### src/hdl/pst_pkg.sv
package pst_pkg;

    localparam int SLOTS           = 16;
    localparam int MEM_PER_PROCESS = 1024;
    localparam int IDX_W           = (SLOTS > 1) ? $clog2(SLOTS) : 1;

    localparam logic [15:0] FIRST_PID = 16'd1000;
    localparam logic [3:0]  MAX_PRIO  = 4'd9;

    localparam logic [2:0] CMD_CREATE    = 3'd0;
    localparam logic [2:0] CMD_TERMINATE = 3'd1;
    localparam logic [2:0] CMD_BLOCK     = 3'd2;
    localparam logic [2:0] CMD_UNBLOCK   = 3'd3;
    localparam logic [2:0] CMD_FIND      = 3'd4;

    localparam logic [1:0] RES_DONE      = 2'd0;
    localparam logic [1:0] RES_FULL      = 2'd1;
    localparam logic [1:0] RES_MISSING   = 2'd2;
    localparam logic [1:0] RES_UNCHANGED = 2'd3;

    localparam logic [2:0] PS_NEW        = 3'd0;
    localparam logic [2:0] PS_READY      = 3'd1;
    localparam logic [2:0] PS_RUNNING    = 3'd2;
    localparam logic [2:0] PS_BLOCKED    = 3'd3;
    localparam logic [2:0] PS_TERMINATED = 3'd4;

    typedef struct packed {
        logic [2:0]        cmd;
        logic [15:0]       pid;
        logic signed [7:0] priority_req;
    } req_t;

    typedef struct packed {
        logic [1:0]  status;
        logic [15:0] pid_out;
        logic [3:0]  slot;
        logic [2:0]  proc_state;
        logic [3:0]  priority_out;
        logic [13:0] mem_base;
    } rsp_t;

    // command walking the cell row
    typedef struct packed {
        logic        valid;
        logic        done;
        logic [2:0]  cmd;
        logic [15:0] pid;
        logic [3:0]  prio;
        rsp_t        res;
    } tok_t;

    function automatic logic [3:0] slot_of(input logic [IDX_W-1:0] idx);
        logic [31:0] w;
        w = 32'(idx);
        return w[3:0];
    endfunction

    function automatic logic [13:0] base_of(input logic [IDX_W-1:0] idx);
        logic [31:0] p;
        p = 32'(idx) * MEM_PER_PROCESS;
        return p[13:0];
    endfunction

endpackage

### src/hdl/pst_cell.sv
module pst_cell (
    input  logic                       clk,
    input  logic                       rst_n,
    input  logic [pst_pkg::IDX_W-1:0]  index,
    input  logic                       hold,
    input  pst_pkg::tok_t              tok_in,
    output pst_pkg::tok_t              tok_out
);
    import pst_pkg::*;

    logic        used_reg;
    logic        used_next;
    logic [15:0] pid_reg;
    logic [15:0] pid_next;
    logic [2:0]  state_reg;
    logic [2:0]  state_next;
    logic [3:0]  prio_reg;
    logic [3:0]  prio_next;
    tok_t        tok_reg;
    tok_t        tok_next;

    always_comb
    begin
        tok_next   = tok_in;
        used_next  = used_reg;
        pid_next   = pid_reg;
        state_next = state_reg;
        prio_next  = prio_reg;
        if (tok_in.valid && !tok_in.done)
        begin
            if (tok_in.cmd == CMD_CREATE)
            begin
                if (!used_reg)
                begin
                    used_next                 = 1'b1;
                    pid_next                  = tok_in.pid;
                    state_next                = PS_READY;
                    prio_next                 = tok_in.prio;
                    tok_next.done             = 1'b1;
                    tok_next.res.status       = RES_DONE;
                    tok_next.res.pid_out      = tok_in.pid;
                    tok_next.res.slot         = slot_of(index);
                    tok_next.res.proc_state   = PS_READY;
                    tok_next.res.priority_out = tok_in.prio;
                    tok_next.res.mem_base     = base_of(index);
                end
            end
            else if (used_reg && (pid_reg == tok_in.pid))
            begin
                tok_next.done             = 1'b1;
                tok_next.res.status       = RES_DONE;
                tok_next.res.pid_out      = pid_reg;
                tok_next.res.slot         = slot_of(index);
                tok_next.res.proc_state   = state_reg;
                tok_next.res.priority_out = prio_reg;
                tok_next.res.mem_base     = base_of(index);
                case (tok_in.cmd)
                    CMD_TERMINATE:
                    begin
                        used_next               = 1'b0;
                        state_next              = PS_TERMINATED;
                        tok_next.res.proc_state = PS_TERMINATED;
                    end
                    CMD_BLOCK:
                    begin
                        if ((state_reg == PS_READY) || (state_reg == PS_RUNNING))
                        begin
                            state_next              = PS_BLOCKED;
                            tok_next.res.proc_state = PS_BLOCKED;
                        end
                        else
                        begin
                            tok_next.res.status = RES_UNCHANGED;
                        end
                    end
                    CMD_UNBLOCK:
                    begin
                        if (state_reg == PS_BLOCKED)
                        begin
                            state_next              = PS_READY;
                            tok_next.res.proc_state = PS_READY;
                        end
                        else
                        begin
                            tok_next.res.status = RES_UNCHANGED;
                        end
                    end
                    default:
                    begin
                    end
                endcase
            end
        end
    end

    always_ff @(posedge clk or negedge rst_n)
    begin
        if (!rst_n)
        begin
            used_reg <= 1'b0;
            tok_reg  <= '0;
        end
        else if (!hold)
        begin
            used_reg <= used_next;
            tok_reg  <= tok_next;
        end
    end

    always_ff @(posedge clk)
    begin
        if (!hold)
        begin
            pid_reg   <= pid_next;
            state_reg <= state_next;
            prio_reg  <= prio_next;
        end
    end

    assign tok_out = tok_reg;

endmodule

### src/hdl/process_slot_table.sv
// Process slot table: each command item walks a row of SLOTS cells, one slot per
// cycle, and the first free slot (create) or the first live slot holding the id
// (terminate, block, unblock, find) acts on it, so the lowest slot always wins.
// The result passes from the last cell into the output register; a new command is
// accepted once the previous result has reached the output register, so the block
// takes no new command while one is still walking the cell row. Unknown commands
// report no change with all fields zero; the id counter starts at 1000 and wraps
// at 16 bits.
module process_slot_table (
    input  logic           clk,
    input  logic           rst_n,
    input  logic           req_valid,
    output logic           req_ready,
    input  pst_pkg::req_t  req,
    output logic           rsp_valid,
    input  logic           rsp_ready,
    output pst_pkg::rsp_t  rsp
);
    import pst_pkg::*;

    tok_t        chain [SLOTS+1];
    tok_t        tail;
    logic        busy_reg;
    logic        busy_next;
    logic        rsp_valid_reg;
    logic        rsp_valid_next;
    rsp_t        rsp_reg;
    rsp_t        rsp_next;
    logic [15:0] next_pid_reg;
    logic [15:0] next_pid_next;
    logic        accept;
    logic        load;
    logic        hold;
    logic [3:0]  prio_clamped;

    assign req_ready = !busy_reg;
    assign accept    = req_valid && req_ready;

    always_comb
    begin
        if (req.priority_req[7])
        begin
            prio_clamped = 4'd0;
        end
        else if (req.priority_req[6:0] > 7'(MAX_PRIO))
        begin
            prio_clamped = MAX_PRIO;
        end
        else
        begin
            prio_clamped = req.priority_req[3:0];
        end
    end

    always_comb
    begin
        chain[0]       = '0;
        chain[0].valid = accept;
        chain[0].cmd   = req.cmd;
        chain[0].pid   = (req.cmd == CMD_CREATE) ? next_pid_reg : req.pid;
        chain[0].prio  = prio_clamped;
        if (req.cmd > CMD_FIND)
        begin
            chain[0].done       = 1'b1;
            chain[0].res.status = RES_UNCHANGED;
        end
    end

    for (genvar i = 0; i < SLOTS; i++)
    begin : g_cell
        pst_cell u_cell (
            .clk     (clk),
            .rst_n   (rst_n),
            .index   (IDX_W'(i)),
            .hold    (hold),
            .tok_in  (chain[i]),
            .tok_out (chain[i+1])
        );
    end

    assign tail = chain[SLOTS];
    assign load = tail.valid && (!rsp_valid_reg || rsp_ready);
    assign hold = tail.valid && !load;

    always_comb
    begin
        rsp_next       = rsp_reg;
        rsp_valid_next = rsp_valid_reg && !rsp_ready;
        busy_next      = busy_reg;
        next_pid_next  = next_pid_reg;
        if (accept)
        begin
            busy_next = 1'b1;
        end
        if (load)
        begin
            rsp_valid_next = 1'b1;
            busy_next      = 1'b0;
            if (tail.done)
            begin
                rsp_next = tail.res;
                if (tail.cmd == CMD_CREATE)
                begin
                    next_pid_next = tail.pid + 16'd1;
                end
            end
            else if (tail.cmd == CMD_CREATE)
            begin
                rsp_next        = '0;
                rsp_next.status = RES_FULL;
            end
            else
            begin
                rsp_next         = '0;
                rsp_next.status  = RES_MISSING;
                rsp_next.pid_out = tail.pid;
            end
        end
    end

    always_ff @(posedge clk or negedge rst_n)
    begin
        if (!rst_n)
        begin
            busy_reg      <= 1'b0;
            rsp_valid_reg <= 1'b0;
            next_pid_reg  <= FIRST_PID;
        end
        else
        begin
            busy_reg      <= busy_next;
            rsp_valid_reg <= rsp_valid_next;
            next_pid_reg  <= next_pid_next;
        end
    end

    always_ff @(posedge clk)
    begin
        rsp_reg <= rsp_next;
    end

    assign rsp_valid = rsp_valid_reg;
    assign rsp       = rsp_reg;

endmodule

### config.mk
export PLATFORM = sky130hd
export DESIGN_NAME = process_slot_table
export DESIGN_NICKNAME = d
export VERILOG_FILES = /design/src/hdl/pst_pkg.sv /design/src/hdl/pst_cell.sv /design/src/hdl/process_slot_table.sv
export SDC_FILE = /design/constraint.sdc
export NUM_CORES = 2
export LEC_CHECK = 0
export CAP_MARGIN = 20
export CORE_AREA = 2 2 302 304
export CTS_CLUSTER_SIZE = 14
export DETAILED_ROUTE_END_ITERATION = 8
export DIE_AREA = 0 0 304 306
export DONT_BUFFER_PORTS = 1
export PLACE_DENSITY = 0.85
export SKIP_LAST_GASP = 1
export SLEW_MARGIN = 10
export SYNTH_ARGS = -nofsm -noshare
export SYNTH_HDL_FRONTEND = slang
export SYNTH_SLANG_ARGS = --single-unit
export TNS_END_PERCENT = 5
### constraint.sdc
create_clock -name clk -period 5.14 [get_ports clk]
set_input_delay 1.285 -clock clk [delete_from_list [all_inputs] [get_ports clk]]
set_output_delay 1.285 -clock clk [all_outputs]
set_load 0.02 [all_outputs]
After elaboration in Yosys (flattened, before gate mapping) --
Index checks and enable logic that the tools add are counted.
Storage, ports and cells: word-level logic and storage cells 898, register bits 1529
Cells by class: bitwise logic cells 17, muxes and demuxes 330, $lt $le $gt $ge 2, reduce and logical (&&, ||, !) cells 172, $add $sub $neg 1, equality and inequality tests 128
Operators by type and width (number):
- two-way mux 43 bit | 66
- equality test 16 bit | 16
- two-way mux 3 bit | 80
- equality test 3 x 2 -> 1 bit, second input constant | 64
- AND reduction 4 bit | 48
- one-hot mux 3 bit (3 select lines) | 16
- two-way mux 1 bit | 116
- equality test 3 x 1 -> 1 bit, second input constant | 32
- two-way mux 2 bit | 33
- nonzero test 2 bit | 33
- one-hot mux 2 bit (2 select lines) | 16
- zero test 3 bit | 17
- logical AND 1 bit | 36
- inequality test 2 bit, second input constant | 16
- zero test 1 bit | 20
- logical OR 1 bit | 17
- inverter 1 bit | 17
- adder 16 x 1 -> 16 bit, second input constant | 1
- two-way mux 16 bit | 1
- two-way mux 4 bit | 2
- greater-than comparator 7 x 4 -> 1 bit, second input constant | 1
- greater-than comparator 3 bit, second input constant | 1
- AND reduction 3 bit | 1

Longest topological paths before layout --
depth after elaboration 7, mapped depth 10

Cells and area by module --
From an unflattened synthesis, not the netlist that was laid out.
Second synthesis, totals: cells, all modules 5907, area total of the unflattened synthesis 68697.1 µm²
Modules (own cells, without submodules):
- pst_cell at g_cell[0].u_cell ... | times used 15, area an instance 4100.2 µm², cells an instance 353
- pst_cell at g_cell[11].u_cell | times used 1, area an instance 4284.1 µm², cells an instance 378
- process_slot_table | times used 1, area an instance 2910.3 µm², cells an instance 234

Worst setup path after synthesis --
OpenSTA, ideal clock, no wires.
kind input to register, from in rsp_ready, to reg g_cell[10].u_cell.pid_reg[0], enable pin, arrival time 4.107 ns, path slack 0.585 ns, required time 4.692 ns, stages on the path 6, path through nand2b_1 > nor2_1 > clkbuf_1 > clkbuf_1 > clkbuf_1 > nor4_1
On the way: longest elaborated chain between the ends 6
Ends and longest elaborated chain:
- start, declared | line process_slot_table.sv:16 | input logic rsp_ready,
- logical OR 1 bit | line process_slot_table.sv:82 | assign load = tail.valid && (!rsp_valid_reg || rsp_ready);
- logical AND 1 bit | line process_slot_table.sv:82
- zero test 1 bit | line process_slot_table.sv:83 | assign hold = tail.valid && !load;
- logical AND 1 bit | line process_slot_table.sv:83
- inverter 1 bit (no source line)
- AND reduction 4 bit (no source line)
- end signal, assigned | line pst_cell.sv:114 | pid_reg <= pid_next;
- end, declared | line pst_cell.sv:13 | logic [15:0] pid_reg;
Every way passes these cells. A chain may end at the register's enable or synchronous reset.

Worst setup path after layout --
from in req[25] in the netlist's numbering, to reg g_cell[0].u_cell.tok_reg (netlist bit g_cell[0].u_cell.tok_out[28])
On the way: longest elaborated chain between the ends 7, elaborated cells on any way between the ends 12, those cells by class order compare (1); eq/ne (1); mux (6); reduce/logical (4)
Ends and longest elaborated chain:
- start, declared | line process_slot_table.sv:14 | input pst_pkg::req_t req,
- zero test 3 bit | line pst_cell.sv:31, process_slot_table.sv:60
- two-way mux 16 bit | line process_slot_table.sv:60 | chain[0].pid = (req.cmd == CMD_CREATE) ? next_pid_reg : req.pid;
- equality test 16 bit | line pst_cell.sv:48 | else if (used_reg && (pid_reg == tok_in.pid))
- logical AND 1 bit | line pst_cell.sv:48
- two-way mux 43 bit | line pst_cell.sv:48
- two-way mux 43 bit | line pst_cell.sv:31 | if (tok_in.cmd == CMD_CREATE)
- two-way mux 43 bit (*) | line pst_cell.sv:29 | if (tok_in.valid && !tok_in.done)
- end signal, assigned | line pst_cell.sv:106 | tok_reg <= tok_next;
- end, declared | line pst_cell.sv:19 | tok_t tok_reg;
Mark *: on every way between the ends. The rest lies on a longest branch, timed or not.

==> flow_summary.yaml <==
outcome:
  outcome: "finished, violations left"
  violations: "max-slew violations"
global_routing:
  track_usage_pct: 30.23
  use_met2_pct: 50.03
  grt.overflow.total: 0
  grt_busiest_layer: "met2"
  met3_usage_pct: 3.843
  grt_pass1_wl_um: 227500
  antenna_found_initial: 1
  grt_max_degree: 864
  grtUsageMet1_pct: 41.79
  grt_pass1_vias: 41860
sta:
  maxSlewViolCount: 159
  relSlewSlack_pct: -25.16
  hold_viol: 0
  fin_worst_skew_ns: 0.03096
  fmax_ghz: 0.2722
  worst_slack_ns: 1.466
  min_period_over_period_pct: 71.48
  fin_setup_tns_ns: 0
  tightest_slew_ns: 1.877
  setup_viol: 0
  min_period_ns: 3.674
  rsz0062_at_grt: "false"
place:
  dp_hpwl_um: 89980
  place_ws_ns: 0.8123
  place.gp.congestion: 0.9090
  port_buffers: 0
floorplan:
  ioPinCount: 76
  dieArea_sq_um: 93020
  rows: 110
  start_util_pct: 63.49
  coreArea_sq_um: 89600
  die_h_um: 306
  die_x_um: 304
finish:
  largest_reg_flops: 829
  finalNetCount: 5514
  area_growth_pct: 9.064
  antenna_cells: 0
  drive_above_1_share_pct: 6.730
  nFillCells: 6124
synth:
  synth_top_area_cell: "dfrtp_1"
  synth_common_cells: "1369 x nand2_1, 857 x dfrtp_1, 397 x edfxtp_1"
  yosysMostFrequentCell: "nand2_1"
  synth_edf_count: 397
  ys.warnings.count: 0
  synth_cells: 5646
  synth_async_sr_flop_share_pct: 68.49
  syn_area_per_cell_sq_um: 10.08
  synth-seq-area-share_pct: 58.93
  synth-seq-cells: 1260
  yosysUniqueCellTypes: 71
  yosysTopAreaCellShare_pct: 37.70
  synth_ff_type: "dfrtp_1"
  netlist_area_sq_um: 56890
  synth.top_cells.by_area: "dfrtp_1 38%, edfxtp_1 21%, nand2_1 9.0%, a21oi_1 3.4%, xor2_1 2.8%"
power:
  power_frac_seq_pct: 52.0
  internal-power_mw: 16.48
  power.density_nw_per_um2: 343.1
  peakVddDrop_uv: 354.3
  combinationalPowerShare_pct: 3.6
  switching_share_pct: 22.57
  switchingPower_mw: 4.805
  clockPowerShare_pct: 44.3
  power_leakage_nw: 27.67
clock_tree:
  cts_resized: 0
  clock_sinks: 1260
  clkTransAtPathRegs_ns: 0.07
  cts_buffers: 121
  cts-hold-fix-buffers: 0
  h-tree-depth: 3
  insertion_delay_ns: 0.72
  clk_path_buf_depth: 3
  cts_setup_buffers: 0
  cts_tree: "built"
  cts_root_buf: "clkbuf_16"
critical_path:
  rr_startpoint: "g_cell[12].u_cell.tok_out[47]"
  rrSetupSlack_ns: 1.86
  slowest_stage: "or4_1"
  worstSetupStartpointType: "primary input"
  worstRegToRegCells: 7
  crit_path_frequent_cell: "buf_4"
  cp_cell_sequence: "or3_2, buf_4, mux2i_1, a22oi_1, nand2_1, or4_1, buf_4, o21ai_1"
  end_kind: "flop"
  worstSetupPathType: "primary input to flop"
  worstPathMaxFanout: 33
  cpPeakStageDelay_ns: 0.81
  arrival_ns: 4.30
  r2r_end: "g_cell[13].u_cell.tok_out[30]"
  critical_path_required_ns: 5.76
route:
  viasPerCell: 6.354
  detail_route.wirelength_um: 141300
  drc: 0
  ant_nets: 0
  vias: 42980
  first_iter_violations: 5637
  wl_per_cell_um: 20.90
  dr.pass1.iters: 7
run:
  cap_violations: 0
worst_hold_path:
  holdCritPathClass: "primary input to async pin"
==> power groups by stage <==
stage	Combinational (mW)	Sequential, mW	Clock [mW]
detailed placement	0.644	11.2	0
CTS	0.659	11.1	9.46
finish	0.776	11.1	9.44
global route	0.876	11.1	9.86
floorplan	0.539	11.1	0
global placement	0.614	11.2	0
==> cells by family (layout without fill, tap and decap cells) <==
kind of cell	after synthesis	after routing	synth area share, %
buffers and inverters	462	394	3.207
adders and majority gates	1	1	0.02199
DFF	1260	1260	58.93
muxes	168	168	2.998
xor gates and xnor gates	277	277	4.265
AOI/OAI and AO/OA	1065	1065	11.64
and+or+nand+nor	2412	2412	18.93
other	1	10	0.006592
==> layer usage <==
layer  share of wire [%]  wire length, um  up-vias
met5              0.0050                7        -
met4                 3.4             4758        2
met3                 7.6            10700      355
met2                  49            69440     2041
met1                  40            56440    21330
li1                    -                -    19250
==> cell usage in the layout (no fill, tap or decap), types with 25 or more instances in the layout <==
master / netlist / layout
nand2_1: 1369 / 1369
dfrtp_1: 857 / 857
edfxtp_1: 397 / 397
a21oi_1: 387 / 387
nor2_1: 332 / 329
o21ai_0: 202 / 202
xor2_1: 185 / 185
nand3_1: 158 / 158
mux2i_1: 149 / 149
clkbuf_16: 0 / 123
xnor2_1: 92 / 92
inv_1: 87 / 87
nor2b_1: 78 / 78
a31oi_1: 77 / 77
a22o_1: 70 / 70
and2_1: 64 / 64
buf_4: 16 / 63
nor3_1: 71 / 59
o21ai_1: 57 / 57
nand2b_1: 51 / 51
nor4_1: 55 / 51
nand3b_1: 43 / 43
nand4_1: 43 / 43
o22ai_1: 40 / 40
o221ai_1: 33 / 33
nor3b_1: 32 / 32
clkbuf_1: 322 / 32
nor4b_1: 25 / 25
==> worst max-delay path by stage <==
stage | start | to | slack [ns] | cells past startpoint
2_1_floorplan | rsp_ready | g_cell[10].u_cell.pid_reg[0] | 0.59 | 6
3_3_place_gp | req[25] | g_cell[0].u_cell.tok_out[26] | 0.91 | 8
3_5_place_dp | req[25] | g_cell[0].u_cell.tok_out[28] | 0.81 | 8
4_1_cts | req[25] | g_cell[0].u_cell.tok_out[28] | 1.58 | 8
5_1_grt | req[25] | g_cell[0].u_cell.tok_out[28] | 1.36 | 8
6_report | req[25] | g_cell[0].u_cell.tok_out[28] | 1.47 | 8
==> through the flow <==
stage | power, mW | hold slack [ns] | cells | cell area (sq um) | utilization, %
after global placement | 11.85 | 0.4496 | 6529 | 57700 | 64.40
after detailed placement | 11.89 | 0.4561 | 6529 | 57700 | 64.40
final | 21.29 | 0.2842 | 6763 | 62050 | 69.25
after floorplan | 11.60 | 0.4384 | 5655 | 56920 | -
after CTS | 21.18 | 0.3511 | 6757 | 61910 | 69.10
after global routing | 21.84 | 0.2627 | 6763 | 62050 | 69.25
==> area by class of cell <==
type	instances	area [sq um]	share of cell area, %
multi-input combinational	3933	21700	34.98
clock inverter	56	790.8	1.274
timing repair buffer	79	807.0	1.301
inverter	87	326.6	0.5263
sequential	1260	33520	54.03
clock buffer	172	3421	5.513
tap	1176	1471	2.371
==> worst max-delay path, delay by kind of cell <==
| family | cells | cell delay, ns |
|---|---|---|
| buf+inv | 2 | 0.70 |
| simple gates | 3 | 1.69 |
| compound gates | 2 | 0.43 |
| mux | 1 | 0.18 |
Note: power is estimated with default switching activity, not from simulation.
